**src/hw/rtl/tcw_pkg.sv**
```systemverilog
// Shared constants, codes and controller/datapath command types for the text console writer.
package tcw_pkg;

    localparam int COLUMNS = 80;
    localparam int ROWS    = 25;
    localparam int NCELLS  = COLUMNS * ROWS;

    // Field widths
    localparam int OP_W   = 3;
    localparam int CHAR_W = 8;
    localparam int ATTR_W = 8;
    localparam int COL_W  = 7;
    localparam int ROW_W  = 5;
    localparam int OFF_W  = 11;
    localparam int CELL_W = 16;

    // Cell memory addressing and sweep counting
    localparam int ADDR_W = $clog2(NCELLS);
    localparam int CNT_W  = $clog2(NCELLS + 1);

    // Operation codes
    localparam logic [OP_W-1:0] OP_PUT          = 3'd0;
    localparam logic [OP_W-1:0] OP_BACKSPACE    = 3'd1;
    localparam logic [OP_W-1:0] OP_CLEAR_EOL    = 3'd2;
    localparam logic [OP_W-1:0] OP_CLEAR_SCREEN = 3'd3;
    localparam logic [OP_W-1:0] OP_READ_CELL    = 3'd4;

    // Character codes
    localparam logic [CHAR_W-1:0] CH_BELL  = 8'h07;
    localparam logic [CHAR_W-1:0] CH_LF    = 8'h0A;
    localparam logic [CHAR_W-1:0] CH_CR    = 8'h0D;
    localparam logic [CHAR_W-1:0] CH_BLANK = 8'h20;

    localparam logic [ATTR_W-1:0] RESET_ATTR = 8'h07;

    typedef struct packed {
        logic accept;    // input transfer, latch the item
        logic exec;      // carry out the latched operation
        logic sweep_en;  // write one blank cell of the sweep
        logic load_out;  // load the result register
    } tcw_cmd_t;

    typedef struct packed {
        logic sweep_last;  // sweep is on its final cell
        logic need_fill;   // operation in hand starts a sweep
    } tcw_status_t;

endpackage

```
**src/hw/rtl/tcw_controller.sv**
```systemverilog
// Controller: sequences reset clear, item execution, blanking sweeps and result hand-off.
module tcw_controller (
    input  logic                  clk,
    input  logic                  rst_n,
    input  logic                  in_valid,
    output logic                  in_ready,
    output logic                  out_valid,
    input  logic                  out_ready,
    input  tcw_pkg::tcw_status_t  status,
    output tcw_pkg::tcw_cmd_t     cmd
);
    import tcw_pkg::*;

    typedef enum logic [4:0] {
        S_INIT = 5'b00001,
        S_IDLE = 5'b00010,
        S_EXEC = 5'b00100,
        S_FILL = 5'b01000,
        S_EMIT = 5'b10000
    } state_t;

    state_t state_reg, state_next;
    logic   out_valid_reg, out_valid_next;
    logic   out_free;

    assign out_free     = !out_valid_reg || out_ready;
    assign in_ready     = (state_reg == S_IDLE);
    assign cmd.accept   = (state_reg == S_IDLE) && in_valid;
    assign cmd.exec     = (state_reg == S_EXEC);
    assign cmd.sweep_en = (state_reg == S_INIT) || (state_reg == S_FILL);
    assign cmd.load_out = (state_reg == S_EMIT) && out_free;
    assign out_valid    = out_valid_reg;

    always_comb
    begin
        state_next = state_reg;
        unique case (state_reg)
            S_INIT: if (status.sweep_last) state_next = S_IDLE;
            S_IDLE: if (in_valid) state_next = S_EXEC;
            S_EXEC: state_next = status.need_fill ? S_FILL : S_EMIT;
            S_FILL: if (status.sweep_last) state_next = S_EMIT;
            S_EMIT: if (out_free) state_next = S_IDLE;
            default: state_next = S_IDLE;
        endcase
    end

    always_comb
    begin
        if (cmd.load_out)
            out_valid_next = 1'b1;
        else if (out_ready)
            out_valid_next = 1'b0;
        else
            out_valid_next = out_valid_reg;
    end

    always_ff @(posedge clk or negedge rst_n)
    begin
        if (!rst_n)
        begin
            state_reg     <= S_INIT;
            out_valid_reg <= 1'b0;
        end
        else
        begin
            state_reg     <= state_next;
            out_valid_reg <= out_valid_next;
        end
    end

    a_accept_exec: assert property (@(posedge clk) disable iff (!rst_n)
        cmd.accept |=> state_reg == S_EXEC)
        else $error("accepted item not executed next cycle");

    a_load_valid: assert property (@(posedge clk) disable iff (!rst_n)
        cmd.load_out |=> out_valid_reg)
        else $error("result load did not raise valid");

    a_fill_holds: assert property (@(posedge clk) disable iff (!rst_n)
        (state_reg == S_FILL && !status.sweep_last) |=> state_reg == S_FILL)
        else $error("sweep left before its last cell");

    a_init_done: assert property (@(posedge clk) disable iff (!rst_n)
        (state_reg == S_INIT && status.sweep_last) |=> state_reg == S_IDLE)
        else $error("reset clear did not finish into idle");

    a_no_accept_busy: assert property (@(posedge clk) disable iff (!rst_n)
        (cmd.sweep_en || cmd.exec) |-> !in_ready)
        else $error("input ready while busy");

endmodule

```
**config.mk**
```make
export PLATFORM = sky130hd
export DESIGN_NAME = tcw_controller
export DESIGN_NICKNAME = d
export VERILOG_FILES = /design/src/hw/rtl/tcw_pkg.sv /design/src/hw/rtl/tcw_controller.sv
export SDC_FILE = /design/constraint.sdc
export NUM_CORES = 1
export LEC_CHECK = 0
export BUFFER_PORTS_ARGS = -buffer_cell sky130_fd_sc_hd__buf_2
export CAP_MARGIN = 20
export CORE_AREA = 2 2 39 41
export CTS_CLUSTER_SIZE = 30
export DETAILED_ROUTE_END_ITERATION = 6
export DIE_AREA = 0 0 41 43
export PLACE_DENSITY = 0.55
export REMOVE_ABC_BUFFERS = 1
export SLEW_MARGIN = 20
export SYNTH_ARGS = -nofsm -noshare
export SYNTH_HDL_FRONTEND = slang
export SYNTH_SLANG_ARGS = --single-unit
```
**constraint.sdc**
```tcl
create_clock -name clk -period 1.55 [get_ports clk]
set_clock_uncertainty 0.15 [all_clocks]
set_input_delay 0.0775 -clock clk [delete_from_list [all_inputs] [get_ports clk]]
set_output_delay 0.0775 -clock clk [all_outputs]
set_load 0.05 [all_outputs]
```
; Yosys cells after proc, flatten, opt, wreduce, memory -nomap -nowiden
; Index checks and enable logic that the tools add are counted.
[word_totals]
ff_bits = 6
inputBits = 6
output_inout_bits = 6
elab_cells = 26
[classes]
eq_ne = 9
n_mux = 8
n_reduce_logical = 7
[ops]
columns = operator, count
row1 = 5-bit two-way mux, 5
row2 = 5-bit one-hot mux with 5 select lines, 1
row3 = 2-bit != test (second input constant), 4
row4 = 5-bit by 1-bit equality test with 1-bit output (second input constant), 1
row5 = 5-bit by 2-bit equality test with 1-bit output (second input constant), 1
row6 = 5-bit by 3-bit equality test with 1-bit output (second input constant), 1
row7 = 5-bit by 4-bit equality test with 1-bit output (second input constant), 1
row8 = 5-bit equality test (second input constant), 1
row9 = 4-bit AND reduction, 1
row10 = 1-bit logical AND, 2
row11 = 1-bit logical OR, 2
row12 = 1-bit two-way mux, 2
row13 = 2-bit nonzero test, 1
row14 = 1-bit zero test, 1

; Logic depth before layout (Yosys ltp)
; Gate-level depths: netlist of the first run.
[logic_depth]
depth_word = 4
ltp_mapped = 5
depth_no_buf = 3

; Least setup slack after synthesis of the first run
; No wires, ideal clock.
[synth_path]
path_type = register to register
from = register state_reg[3]
to = register state_reg[3]
setup_time_ps = 70
arrival_time_ps = 2402
required_ps = 1330
path_slack_ps = -1071
stages_incl_launch_ff = 5
n_path_buf = 1
period_less_slack_ps = 2621
path_cell_list = dfrtp_1 buf_6 nand2b_1 nor4_1 a21o_1
[synth_rtl]
columns = item, line
row1 = from (decl), tcw_controller.sv:22  ; state_t state_reg, state_next;
row2 = from (signal assigned), tcw_controller.sv:66  ; state_reg <= state_next;

==> metrics.txt, run 1 <==
Seq/Total Area, Yosys=0.417; gr ovfl total=0; Yosys top cell by area=dfrtp_1; post-DP HPWL=667 um; Rel. slew slack=0.814; ANT nets after route=0; total number of vias=just under 400; CTS root buffer=clkbuf_4; CP Capture Type=primary output; H-tree depth=1; top-count cell post-synth=dfrtp_1; Async SR Flop Fraction=1.00; initial core utilization=0.262; number of flops mapped to enable cells by yosys=0; Critical Path AT=1480 ps; Die ar.=0.00176 mm^2; Core Region=0.00138 mm^2; FF+latch count, synth=6; Tmin final=1710 ps; layout cells sized above 1=0.537; yosys warns=0; final setup margin=-161 ps; top-area cell type share of the netlist area=0.345; Tot GR Track Use=0.133; Reg area=151 um^2; PortBufs=11; Max Clk Rate=0.584 GHz; DRC=0; max-cap viol count=0; synth unique cells=26; r2r setup slk=-150 ps; Layout area overhead=82.1%; number of global-route vias before repair=around 350; 1st-iter DRT viols=3; multi-input logic area=235 um^2; Setup-failing EPs final=6; FF-to-FF End=state_reg[1]$_DFFE_PN0P_; Ports=12; Synth Area per Inst=about 9.3 um^2; Synth Cell Area=363 um^2; R2R cell count=4; TritonCTS clock tree=yes; top_reg_cell synth=dfrtp_1; vias per std cell=4.73; failing checks=negative setup slack; leading post-synthesis cells by cell area=dfrtp_1 34%, dfstp_2 7.2%, nor4_1 5.2%, nor3b_1 4.1%, and2_1 3.4%; max reg flops=5; Final Cell Area=661 um^2; Rows=14; Post-synth top cells=5 x dfrtp_1, 3 x nand2_1, 3 x nor4_1; gpl congestion=about 0.76; clock latency at the later pin of the worst-skew pair=250 ps; Pwr Total=about 0.0012 W; Worst-path clk slew=~60 ps; Min-Delay Path Class=in2async; nets=74; Max clock buf depth=2; die height=43 um; Pwr Density=1780 mW/mm^2; First-pass DRT Iterations=2; maximum number of pins on one net before global-route repair=9; Slew Limit Fails=0; Tcrit/Tclk final=1.10; first-pass GRT wire length=1510 um; Mapped Cells=39; die width=about 40 um; clock sink count=6; Setup Crit Path Kind=reg2out; routed length per instance=12.0 um; Peak VDD IR=0.638 mV; status=finished, violations left; Startpoint Class=register; initial antenna violation count=0; RR Startpoint=state_reg[1]$_DFFE_PN0P_; worst-path maximum fanout=5; number of fill cells=140; Critical Path RT=1320 ps; RSZ-0062 raised after global routing=true; # diodes=0; final-report hold violation count=0; CTS buffer count=3; slew of the pin with the lowest slew margin=277 ps; Placed Area=a little under 500 um^2; overall routed net length=992 um; static leakage=0.307 nW
==> area by class of cell <==
class | instances | share of cell area
clock buffers | 4 | 0.0398
repair buffers | 27 | 0.333
well taps | 16 | 0.0303
inverters | 2 | 0.0114
flip-flops and latches | 6 | 0.229
multi-input cells | 28 | 0.356
==> worst max path at each step <==
stage	slack (ps)	cells after the start	endpoint	start
2_1_floorplan	-1060	3	state_reg[3]$_DFFE_PN0P_	state_reg[3]$_DFFE_PN0P_
3_3_place_gp	-50	3	state_reg[1]$_DFFE_PN0P_	state_reg[4]$_DFFE_PN0P_
3_5_place_dp	-80	3	state_reg[1]$_DFFE_PN0P_	state_reg[2]$_DFFE_PN0P_
4_1_cts	-150	6	cmd[0]	state_reg[1]$_DFFE_PN0P_
5_1_grt	-210	4	cmd[1]	state_reg[1]$_DFFE_PN0P_
6_report	-160	4	cmd[1]	state_reg[1]$_DFFE_PN0P_
==> routing by layer <==
metal,part of all wire,vias to the layer above,global-route usage
met5,0,-,0
met4,0,0,0.0200
met3,0.041,0,0.0942
met2,0.48,11,0.181
met1,0.48,187,0.174
li1,-,195,-
==> worst max-delay path, stage by stage (launching register included) <==
cell     delay, ps
dfrtp_1        410
buf_6          140
buf_4          150
nor4_2         270
buf_4          260
==> power breakdown <==
part           switching, W  internal [W]  leakage, nW
Sequential        0.0000395      0.000195       0.0761
Combinational      0.000400      0.000382        0.215
Clock             0.0000633     0.0000979       0.0150
==> cell usage in the layout (no fill, tap or decap), types with 2 or more instances in the layout <==
cell	Yosys	routed
buf_2	0	6
inv_1	2	2
and2_1	2	2
buf_4	1	11
dlygate4sd3_1	0	4
o21ai_0	2	2
dfrtp_1	5	5
clkbuf_4	0	3
nand2_1	3	2
nor4_4	0	2
buf_6	1	6
==> through the flow <==
step | std cells | worst slack [ps] | hold WS [ps] | utilization | setup TNS, ps
2_1_floorplan | 36 | -1060 | -368 | - | -3360
5_1_grt | 83 | -214 | 34.3 | 0.477 | -1090
4_1_cts | 81 | -152 | 21.7 | 0.448 | -584
3_5_place_dp | 72 | -75.8 | -241 | 0.348 | -75.8
6_report | 83 | -161 | 19.3 | 0.477 | -649
3_3_place_gp | 72 | -48.4 | -238 | 0.348 | -48.4
==> cell families after synthesis <==
family / count (synthesis) / synth area share
and+or+nand+nor: 19 / 0.314
DFF: 6 / 0.417
xor gates and xnor gates: 2 / 0.0483
AOI/OAI and AO/OA: 7 / 0.134
buffers and inverters: 5 / 0.0862
==> what timing repair did <==
action | in CTS | in global routing
setup buffers | 1 | 2
hold endpoints to repair | 11 | 0
gates resized for setup | 15 | 6
pin swaps | 0 | 3
setup endpoints to repair | 7 | 7
hold buffers | 4 | 0
cloned | 0 | 0
No activity file was read; power rests on OpenSTA's default activity.
==> run 2, diff against run 1 <==
CTS_CLUSTER_DIAMETER = 120   (was default)
SETUP_SLACK_MARGIN = 0.02   (was default)
==> run 2 against run 1 <==
Net effect: the flow still finishes with violations (negative setup slack); cell count decreased by 2.4%; non-clock buffer count decreased by 2; largest cell class unchanged; sequential share of layout area decreased by 1.9 points; final area increased by 9.3%; worst setup slack improved by 67 ps; clock power about the same; first-iteration DRC count increased by 33%; critical path depth decreased by 1; via count decreased by 1.3%; critical endpoint unchanged; largest power group unchanged; register-to-register slack improved by 60 ps.
==> metrics.txt, run 2 (same netlist as run 1, synthesis figures left out) <==
critical path launch point=state_reg[0]$_DFFE_PN1P_; PortBufs=11; layout cells sized above 1=0.585; overall routed net length=slightly below 1000 um; CTS buffer count=3; maximum number of pins on one net before global-route repair=9; Setup-failing EPs final=5; max reg flops=5; nets=roughly 70; status=finished, violations left; die width=41 um; Critical Path RT=1320 ps; TNS Setup=-404 ps; # diodes=0; clock sink count=6; Tmin final=~1600 ps; 1st-iter DRT viols=4; Bufs and invs on worst path=1; Setup Crit Path Kind=reg2out; H-tree depth=1; total number of vias=slightly below 400; most frequent cells in the layout=9 x buf_6, 6 x buf_2, 5 x dfrtp_1; crit-path cells=xnor2_4 > nor4_4 > buf_6; Die ar.=0.00176 mm^2; RSZ-0062 raised after global routing=true; CP top delay family=flip-flops; CTS root buffer=clkbuf_4; Slew Limit Fails=0; Critical Path AT=1420 ps; clock latency at the later pin of the worst-skew pair=about 250 ps; Tcrit/Tclk final=1.06; First-pass DRT Iterations=3; Peak VDD IR=0.766 mV; post-DP HPWL=667 um; Rows=14; ANT nets after route=0; Max clock buf depth=2; Pwr Density=1740 mW/mm^2; Startpoint Class=register; Rel. slew slack=0.831; worst-path maximum fanout=4; Ports=12; failing checks=negative setup slack; Max Clk Rate=0.608 GHz; Layout area overhead=99.0%; gr ovfl total=0; DRC=0; Tot GR Track Use=0.129; commonest non-fill, non-tap cell in the layout=buf_6; CP max-delay cell=dfstp_2; initial core utilization=0.262; max-cap viol count=0; CP Capture Type=primary output; number of global-route vias before repair=357; initial antenna violation count=0; die height=43 um; final-report hold violation count=0; gpl congestion=0.760; static leakage=between 0.3 and 0.4 nW; slowest stage delay, CP=640 ps; Min-Delay Path Class=in2async; TritonCTS clock tree=yes; vias per std cell=approximately 4.8; Worst-path clk slew=~60 ps; Core Region=0.00138 mm^2; Setup WS pre-CTS=-75.8 ps; first-pass GRT wire length=1460 um; final setup margin=-94.3 ps; routed length per instance=12.2 um; slew of the pin with the lowest slew margin=252 ps; RR Startpoint=state_reg[4]$_DFFE_PN0P_
[run 2: changes by cell type in the layout (fill, tap and decap cells not counted), moves of 2 or more]
| cell | delta |
|---|---|
| buf_8 | +2 |
| buf_6 | +3 |
| buf_4 | -7 |
| nor2_4 | +2 |
[run 2: layout make-up]
class                      count  area (um^2)
fill                         127          662
multi-input combinational     28          285
timing repair buffer          25          231
sequential                     6          151
clock buffer                   4         26.3
tap                           16         20.0
inverter                       2         7.51
[run 2: repair_timing]
item / 4_1_cts / 5_1_grt
buffers inserted: 1 / 0
hold buffers: 4 / 0
pin swaps: 3 / 4
endpoints found under the setup margin: 7 / 7
hold endpoints to repair: 11 / 0
resized for setup: 22 / 14
[run 2: power by group]
part	switching [W]	internal, W
clock	0.0000618	0.0000978
combinational	0.000433	0.000426
sequential	0.0000421	0.000195
total	0.000537	0.000719
[run 2: path summary, 6_finish.rpt]
kind                       slack [ps]                        to  depth (start not counted)
max reg2reg                       -90  state_reg[1]$_DFFE_PN0P_                          3
min in group clk                   50  state_reg[0]$_DFFE_PN1P_                          4
max in group asynchronous         990  state_reg[0]$_DFFE_PN1P_                          2
max                               -90                    cmd[1]                          3
min reg2reg                       420     out_valid$_DFFE_PN0P_                          2
min                                20  state_reg[1]$_DFFE_PN0P_                          2
[run 2: metrics by stage]
| stage | hold WS [ps] | utilization | cell area (um^2) | cells | total power, W |
|---|---|---|---|---|---|
| finish | 21.4 | 0.522 | 722 | 81 | 0.00126 |
| global route | 34.3 | 0.522 | 722 | 81 | 0.00133 |
| CTS | 21.7 | 0.473 | 654 | 81 | 0.00116 |
| detailed placement | -241 | 0.348 | 482 | 72 | 0.000800 |
| global placement | -238 | 0.348 | 482 | 72 | 0.000795 |
| floorplan | -368 | - | 339 | 36 | 0.000577 |
[run 2: per-layer routing]
| metal | up-vias | GRT usage | part of all wire |
|---|---|---|---|
| met1 | 187 | 0.158 | 0.44 |
| met2 | 10 | 0.184 | 0.52 |
| li1 | 191 | - | - |
| met4 | 0 | 0.0200 | 0 |
| met5 | - | 0 | 0 |
| met3 | 0 | 0.0942 | 0.044 |
